<file path="config.mk">
export PLATFORM = sky130hd
export DESIGN_NAME = scancode_set1_to_ascii
export DESIGN_NICKNAME = d
export VERILOG_FILES = /design/src/sv/scs1_pkg.sv /design/src/sv/scs1_in_reg.sv /design/src/sv/scs1_decode.sv /design/src/sv/scs1_out_reg.sv /design/src/sv/scancode_set1_to_ascii.sv
export VERILOG_INCLUDE_DIRS = /design/src /design/src/sv
export SDC_FILE = /design/constraint.sdc
export NUM_CORES = 1
export LEC_CHECK = 0
export CAP_MARGIN = 5
export CORE_ASPECT_RATIO = 0.6
export CORE_MARGIN = 1
export CORE_UTILIZATION = 50
export DETAILED_ROUTE_END_ITERATION = 10
export DONT_BUFFER_PORTS = 1
export GPL_ROUTABILITY_DRIVEN = 0
export PLACE_DENSITY = 0.63
export SLEW_MARGIN = 25
export SYNTH_ARGS = -nofsm -noshare
export SYNTH_HDL_FRONTEND = slang
export SYNTH_SLANG_ARGS = --single-unit
</file>
<file path="constraint.sdc">
create_clock -name i_clk -period 6.7 [get_ports i_clk]
set_input_delay 0.335 -clock i_clk [delete_from_list [all_inputs] [get_ports i_clk]]
set_output_delay 0.335 -clock i_clk [all_outputs]
set_load 0.1 [all_outputs]
</file>
<file path="src/sv/assert_macros.svh">
// assertion macros used by the rtl top level
`ifndef ASSERT_MACROS_SVH
`define ASSERT_MACROS_SVH

// property checked on every rising clock edge outside reset
`define ASSERT_CLK(lbl, prop, msg) \
    lbl: assert property (@(posedge i_clk) disable iff (!i_rst_n) prop) else $error(msg);

// condition that must never hold outside reset
`define ASSERT_NEVER(lbl, cond, msg) \
    lbl: assert property (@(posedge i_clk) disable iff (!i_rst_n) !(cond)) else $error(msg);

`endif

</file>
<file path="src/sv/scs1_pkg.sv">
// package with scan code constants, key table and decode types
`timescale 1ns / 1ps
`default_nettype none

package scs1_pkg;

    localparam logic [7:0] C_PREFIX    = 8'hE0;
    localparam logic [6:0] C_LSHIFT    = 7'h2A;
    localparam logic [6:0] C_RSHIFT    = 7'h36;
    localparam logic [6:0] C_CAPS_LOCK = 7'h3A;

    typedef struct packed {
        logic       emit;
        logic [6:0] char_code;
    } t_dec;

    // us layout, unshifted
    function automatic logic [6:0] key_lookup(input logic [6:0] idx);
        logic [6:0] c;
        unique case (idx)
            7'd1:    c = 7'h1B;
            7'd2:    c = 7'h31;
            7'd3:    c = 7'h32;
            7'd4:    c = 7'h33;
            7'd5:    c = 7'h34;
            7'd6:    c = 7'h35;
            7'd7:    c = 7'h36;
            7'd8:    c = 7'h37;
            7'd9:    c = 7'h38;
            7'd10:   c = 7'h39;
            7'd11:   c = 7'h30;
            7'd12:   c = 7'h2D;
            7'd13:   c = 7'h3D;
            7'd14:   c = 7'h08;
            7'd15:   c = 7'h09;
            7'd16:   c = 7'h71;
            7'd17:   c = 7'h77;
            7'd18:   c = 7'h65;
            7'd19:   c = 7'h72;
            7'd20:   c = 7'h74;
            7'd21:   c = 7'h79;
            7'd22:   c = 7'h75;
            7'd23:   c = 7'h69;
            7'd24:   c = 7'h6F;
            7'd25:   c = 7'h70;
            7'd26:   c = 7'h5B;
            7'd27:   c = 7'h5D;
            7'd28:   c = 7'h0A;
            7'd30:   c = 7'h61;
            7'd31:   c = 7'h73;
            7'd32:   c = 7'h64;
            7'd33:   c = 7'h66;
            7'd34:   c = 7'h67;
            7'd35:   c = 7'h68;
            7'd36:   c = 7'h6A;
            7'd37:   c = 7'h6B;
            7'd38:   c = 7'h6C;
            7'd39:   c = 7'h3B;
            7'd40:   c = 7'h27;
            7'd41:   c = 7'h60;
            7'd43:   c = 7'h5C;
            7'd44:   c = 7'h7A;
            7'd45:   c = 7'h78;
            7'd46:   c = 7'h63;
            7'd47:   c = 7'h76;
            7'd48:   c = 7'h62;
            7'd49:   c = 7'h6E;
            7'd50:   c = 7'h6D;
            7'd51:   c = 7'h2C;
            7'd52:   c = 7'h2E;
            7'd53:   c = 7'h2F;
            7'd55:   c = 7'h2A;
            7'd57:   c = 7'h20;
            7'd74:   c = 7'h2D;
            7'd78:   c = 7'h2B;
            default: c = 7'h00;
        endcase
        return c;
    endfunction

    function automatic logic [6:0] shifted_symbol(input logic [6:0] c);
        logic [6:0] s;
        unique case (c)
            7'h31:   s = 7'h21;
            7'h32:   s = 7'h40;
            7'h33:   s = 7'h23;
            7'h34:   s = 7'h24;
            7'h35:   s = 7'h25;
            7'h36:   s = 7'h5E;
            7'h37:   s = 7'h26;
            7'h38:   s = 7'h2A;
            7'h39:   s = 7'h28;
            7'h30:   s = 7'h29;
            7'h2D:   s = 7'h5F;
            7'h3D:   s = 7'h2B;
            7'h5B:   s = 7'h7B;
            7'h5D:   s = 7'h7D;
            7'h5C:   s = 7'h7C;
            7'h3B:   s = 7'h3A;
            7'h27:   s = 7'h22;
            7'h2C:   s = 7'h3C;
            7'h2E:   s = 7'h3E;
            7'h2F:   s = 7'h3F;
            7'h60:   s = 7'h7E;
            default: s = c;
        endcase
        return s;
    endfunction

endpackage

`default_nettype wire

</file>
<file path="src/sv/scs1_in_reg.sv">
// input register for scan bytes
`timescale 1ns / 1ps
`default_nettype none

module scs1_in_reg (
    input  wire logic       i_clk,
    input  wire logic       i_rst_n,
    input  wire logic       i_valid,
    output logic            o_ready,
    input  wire logic [7:0] i_scan_byte,
    input  wire logic       i_take,
    output logic            o_vld,
    output logic [7:0]      o_byte
);
    import scs1_pkg::*;

    logic       r_vld;
    logic       n_vld;
    logic [7:0] r_byte;
    logic       w_load;

    assign o_ready = !r_vld || i_take;
    assign w_load  = i_valid && o_ready;

    always_comb begin
        n_vld = r_vld;
        if (w_load) begin
            n_vld = 1'b1;
        end else if (i_take) begin
            n_vld = 1'b0;
        end
    end

    always_ff @(posedge i_clk) begin
        if (!i_rst_n) begin
            r_vld <= 1'b0;
        end else begin
            r_vld <= n_vld;
        end
    end

    always_ff @(posedge i_clk) begin
        if (w_load) begin
            r_byte <= i_scan_byte;
        end
    end

    assign o_vld  = r_vld;
    assign o_byte = r_byte;

endmodule

`default_nettype wire

</file>
<file path="src/sv/scs1_decode.sv">
// key flags and scan code to character decode
`timescale 1ns / 1ps
`default_nettype none

module scs1_decode (
    input  wire logic       i_clk,
    input  wire logic       i_rst_n,
    input  wire logic [7:0] i_byte,
    input  wire logic       i_fire,
    output scs1_pkg::t_dec  o_dec
);
    import scs1_pkg::*;

    logic       r_shift;
    logic       r_caps;
    logic       r_pfx;
    logic       n_shift;
    logic       n_caps;
    logic       n_pfx;
    logic [6:0] w_low;
    logic       w_shift_code;
    logic [6:0] w_base;
    logic [6:0] w_char;
    logic       w_letter;

    assign w_low        = i_byte[6:0];
    assign w_shift_code = (w_low == C_LSHIFT) || (w_low == C_RSHIFT);
    assign w_base       = key_lookup(w_low);
    assign w_letter     = (w_base >= 7'h61) && (w_base <= 7'h7A);

    always_comb begin
        if (w_letter) begin
            w_char = (r_shift ^ r_caps) ? (w_base - 7'h20) : w_base;
        end else if (r_shift) begin
            w_char = shifted_symbol(w_base);
        end else begin
            w_char = w_base;
        end
    end

    always_comb begin
        n_shift         = r_shift;
        n_caps          = r_caps;
        n_pfx           = r_pfx;
        o_dec.emit      = 1'b0;
        o_dec.char_code = w_char;
        if (i_byte == C_PREFIX) begin
            n_pfx = 1'b1;
        end else if (i_byte[7]) begin
            // break code
            if (w_shift_code) begin
                n_shift = 1'b0;
            end
            n_pfx = 1'b0;
        end else if (w_shift_code) begin
            n_shift = 1'b1;
        end else if (w_low == C_CAPS_LOCK) begin
            n_caps = !r_caps;
        end else if (r_pfx) begin
            n_pfx = 1'b0;
        end else begin
            o_dec.emit = (w_char != 7'h00);
        end
    end

    always_ff @(posedge i_clk) begin
        if (!i_rst_n) begin
            r_shift <= 1'b0;
            r_caps  <= 1'b0;
            r_pfx   <= 1'b0;
        end else if (i_fire) begin
            r_shift <= n_shift;
            r_caps  <= n_caps;
            r_pfx   <= n_pfx;
        end
    end

endmodule

`default_nettype wire

</file>
<file path="src/sv/scs1_out_reg.sv">
// result register for decoded characters
`timescale 1ns / 1ps
`default_nettype none

module scs1_out_reg (
    input  wire logic       i_clk,
    input  wire logic       i_rst_n,
    input  wire logic       i_load,
    input  wire logic [6:0] i_char,
    output logic            o_free,
    output logic            o_valid,
    input  wire logic       i_ready,
    output logic [6:0]      o_char_code
);
    import scs1_pkg::*;

    logic       r_vld;
    logic       n_vld;
    logic [6:0] r_char;

    assign o_free = !r_vld || i_ready;

    always_comb begin
        n_vld = r_vld;
        if (i_load) begin
            n_vld = 1'b1;
        end else if (i_ready) begin
            n_vld = 1'b0;
        end
    end

    always_ff @(posedge i_clk) begin
        if (!i_rst_n) begin
            r_vld <= 1'b0;
        end else begin
            r_vld <= n_vld;
        end
    end

    always_ff @(posedge i_clk) begin
        if (i_load) begin
            r_char <= i_char;
        end
    end

    assign o_valid     = r_vld;
    assign o_char_code = r_char;

endmodule

`default_nettype wire

</file>
<file path="src/sv/scancode_set1_to_ascii.sv">
// top level of the set 1 scan code to ascii translator
//
// channel   direction  handshake            payload
// scan in   input      i_valid / o_ready    i_scan_byte[7:0]
// char out  output     o_valid / i_ready    o_char_code[6:0]
//
// one byte per cycle unless stalled; a character shows the cycle after its byte is taken
// decode is one table lookup plus flag update between the input and result registers
// synchronous active-low reset clears the valids and the shift, caps and prefix flags
// a stalled output holds a byte in the input register only when it would emit a character
// bytes that give no character keep flowing while the output is stalled
`timescale 1ns / 1ps
`default_nettype none
`include "assert_macros.svh"

module scancode_set1_to_ascii (
    input  wire logic       i_clk,
    input  wire logic       i_rst_n,
    input  wire logic       i_valid,
    output logic            o_ready,
    input  wire logic [7:0] i_scan_byte,
    output logic            o_valid,
    input  wire logic       i_ready,
    output logic [6:0]      o_char_code
);
    import scs1_pkg::*;

    logic       w_in_vld;
    logic [7:0] w_in_byte;
    logic       w_take;
    logic       w_load;
    logic       w_out_free;
    logic       w_blocked;
    t_dec       w_dec;

    assign w_take    = w_in_vld && (!w_dec.emit || w_out_free);
    assign w_load    = w_take && w_dec.emit;
    assign w_blocked = w_in_vld && w_dec.emit && !w_out_free;

    scs1_in_reg u_in_reg (
        .i_clk       (i_clk),
        .i_rst_n     (i_rst_n),
        .i_valid     (i_valid),
        .o_ready     (o_ready),
        .i_scan_byte (i_scan_byte),
        .i_take      (w_take),
        .o_vld       (w_in_vld),
        .o_byte      (w_in_byte)
    );

    scs1_decode u_decode (
        .i_clk   (i_clk),
        .i_rst_n (i_rst_n),
        .i_byte  (w_in_byte),
        .i_fire  (w_take),
        .o_dec   (w_dec)
    );

    scs1_out_reg u_out_reg (
        .i_clk       (i_clk),
        .i_rst_n     (i_rst_n),
        .i_load      (w_load),
        .i_char      (w_dec.char_code),
        .o_free      (w_out_free),
        .o_valid     (o_valid),
        .i_ready     (i_ready),
        .o_char_code (o_char_code)
    );

    `ASSERT_NEVER(a_no_zero_char, o_valid && (o_char_code == 7'h00), "null character on output")
    `ASSERT_NEVER(a_no_overwrite, w_load && o_valid && !i_ready, "result register overwritten")
    `ASSERT_CLK(a_blocked_stall, w_blocked |-> !o_ready, "input taken while blocked")
    `ASSERT_CLK(a_emit_shows, w_load |=> o_valid, "emitted character not presented")

endmodule

`default_nettype wire

</file>
==> out/qor.yml <==
outcome:
  status: "finished, final reports clean"
placed_design:
  numPortBuffers: 0
  dp.cells: 454
  hpwl_um: 6460
grt:
  grt_usage_pct: 26.4
  grt_pass1_vias: 2574
  grt_max_degree: 29
  antenna_found_initial: 0
  grt_pass1_wl_um: 14300
  gr-total-overflow: 0
routing:
  drc: 0
  detail_route.first_pass.iterations: 5
  drt-initial-drc-count: 429
  drt_wl_total_um: 8770
  viasPerCell: 6.85
  wire_per_inst_um: 19.2
  antenna_left: 0
  num_vias: 3137
synthesis:
  synth-edff-count: 15
  ys_types: 87
  yosys.area_share.simple_pct: 24.5
  synth-compound-area-share_pct: 28.5
  netlist_instances: 400
  synth-xor-area-share_pct: 2.15
  synthArstFlopShare_pct: 0
  synth_area_um2: 3260
  synth_nets: 425
  ys_warn_count: 0
  post_synth_mux_area_share_pct: 11.2
  ys_seq_elements: 27
  ys_seq_area_share_pct: 21.2
  synth-adder-area-share_pct: 5.00
  synth_top_family_by_area: "compound AO/OA/AOI/OAI gates"
  synth.avg_cell_area_um2: 8.14
  synth_ff_type: "edfxtp_1"
timing:
  finalSetupViolCount: 0
  drv_slew: 0
  rsz0062_at_grt: "no"
  max_freq_mhz: 191
  slew_headroom_pct: 35.7
  finalHoldViolations: 0
  clock-skew-final_ns: 0.00833
  period_share_pct: 78.1
  tightest_slew_ns: 0.964
  post-route-min-period_ns: 5.23
  setup_tns_ns: 0
clocking:
  cts_inserted_buffers: 3
  cts.repair.resized: 0
  clk_pin_slew_ns: 0.10
  cts_root_buf: "clkbuf_8"
  cts_tree: "done"
  clock_latency_ns: 0.28
  cts.path.max_buffers: 2
  cts_setup_buffers: 0
  clock_sinks: 27
  cts_hold_buffers: 0
  htreeDepth: 1
layout:
  syn_to_final_growth_pct: -0.0385
  instances_no_fill: 458
  mostFrequentLayoutCell: "nor2_1"
  fin_nets: 400
  fillCellCount: 595
  layout-drive-gt1-share_pct: 9.09
  antenna_cells: 0
  mostFrequentLayoutCells: "nor2_1 (33), nand2_1 (32), a21oi_1 (25)"
setup_path:
  slowest_stage: "dfxtp_1"
  crit_path_cell_trace: "o211ai_1 -> a211o_1 -> nand4_1 -> mux2i_1 -> a32oi_1 -> or3_4 -> o31ai_4 -> buf_4 -> mux2i_1 -> inv_1 -> ha_1 -> inv_1 -> nor3_1 -> a2111oi_0 -> a2bb2oi_1"
  setup.worst_path.class: "reg2reg"
  critPathCaptureType: "flip-flop"
  arrival_ns: 5.39
  slowest_delay_ns: 0.94
  cp-start-kind: "flip-flop"
  path_max_fanout: 28
  required_ns: 6.86
run:
  cap_violations: 0
die:
  die-area_um2: 6850
  rows: 22
  io_pins: 21
  start_util_pct: 52.6
  dieHeight_um: 64.5
  core_area_um2: 6190
  die_width_um: 106
power:
  cellPowerDensity_nw_per_um2: 253
  p_leak_nw: 1.21
  max-vdd-ir-drop_mv: 0.113
  totalPowerFinal_mw: 0.823
worst_hold_path:
  hold_class: "in2reg"
==> worst max-delay path: cells and delay by family, from the launching register on <==
family	cells	cell delay [ns]
AOI/OAI and AO/OA	6	1.41
and+or+nand+nor	3	0.63
buffers and inverters	3	0.74
DFF	1	0.94
muxes	2	1.01
adders and majority gates	1	0.35
==> state kept, by name, indices dropped and copies added (netlist names) <==
name                   count
u_in_reg.o_byte            8
u_decode.r_caps            1
u_decode.r_shift           1
u_out_reg.o_char_code      7
u_decode.w_base            7
u_in_reg.o_vld             1
u_out_reg.o_valid          1
u_decode.r_pfx             1
==> cell type report <==
class / count / area, um^2 / area share, %
Clock buffer: 3 / 41.3 / 1.27
Timing Repair Buffer: 2 / 15.0 / 0.461
Clock inverter: 1 / 7.51 / 0.231
Tap cell: 84 / 105 / 3.23
Inverter: 19 / 71.3 / 2.19
Sequential cell: 27 / 691 / 21.2
Multi-Input combinational cell: 322 / 2320 / 71.4
==> cells in the mapped netlist (all sizes together) (5+ instances only) <==
master / instances / share of area (%)
nor2: 33 / 3.8
nand2: 32 / 3.7
a21oi: 25 / 3.8
mux2i: 24 / 7.4
o21ai: 19 / 2.9
inv: 18 / 2.1
buf: 16 / 3.4
clkbuf: 16 / 1.8
edfxtp: 15 / 14
nand2b: 15 / 2.9
ha: 13 / 5.0
dfxtp: 12 / 7.4
nor2b: 12 / 2.4
o211ai: 10 / 2.5
mux2: 9 / 3.1
a211oi: 8 / 1.8
nor3: 8 / 1.2
a31oi: 7 / 1.3
nand3: 6 / 1.1
o2111ai: 6 / 1.6
a211o: 5 / 1.3
nor4bb: 5 / 1.5
or2: 5 / 0.96
xor2: 5 / 1.3
==> logic make-up (layout without fill, tap and decap cells) <==
group / count (synthesis) / after routing
buf+inv: 51 / 25
compound gates: 123 / 123
fa+ha+maj: 13 / 13
flops: 27 / 27
xor+xnor: 8 / 8
mux: 34 / 34
simple gates: 144 / 144
==> per-stage QoR <==
step / cell area, um^2 / util (%) / hold slack [ns] / setup slack (ns)
after floorplan: 3260 / - / 0.434 / 2.36
after global placement: 3210 / 51.8 / 0.434 / 1.68
after detailed placement: 3210 / 51.8 / 0.434 / 1.59
after CTS: 3250 / 52.5 / 0.135 / 1.57
after global routing: 3250 / 52.5 / 0.118 / 1.07
final: 3250 / 52.5 / 0.142 / 1.47
==> worst paths after layout <==
kind	startpoint	end	slack, ns	cells after the start
setup / recovery	u_decode.w_base[2]$_DFF_P_	u_decode.w_base[2]$_DFF_P_	1.47	15
hold / removal	i_scan_byte[6]	u_in_reg.o_byte[6]$_DFFE_PP_	0.14	0
setup reg to reg	u_decode.w_base[2]$_DFF_P_	u_decode.w_base[2]$_DFF_P_	1.47	15
hold reg to reg	u_decode.r_pfx$_SDFFE_PN0P_	u_decode.r_pfx$_SDFFE_PN0P_	0.49	2
==> power breakdown <==
group / switching [mW] / total, mW / internal, mW
Clock: 0.0547 / 0.0970 / 0.0423
Sequential: 0.123 / 0.328 / 0.205
Combinational: 0.226 / 0.398 / 0.172
==> metal layers <==
layer	track usage (%)	share of wire, %	vias up	wire length [um]
li1	-	-	1451	-
met2	33.1	37	194	3280
met5	0	0	-	0
met3	5.63	12	7	1020
met4	3.99	0.52	0	46
met1	43.7	51	1485	4430
Power figures use the tool's default switching activity.
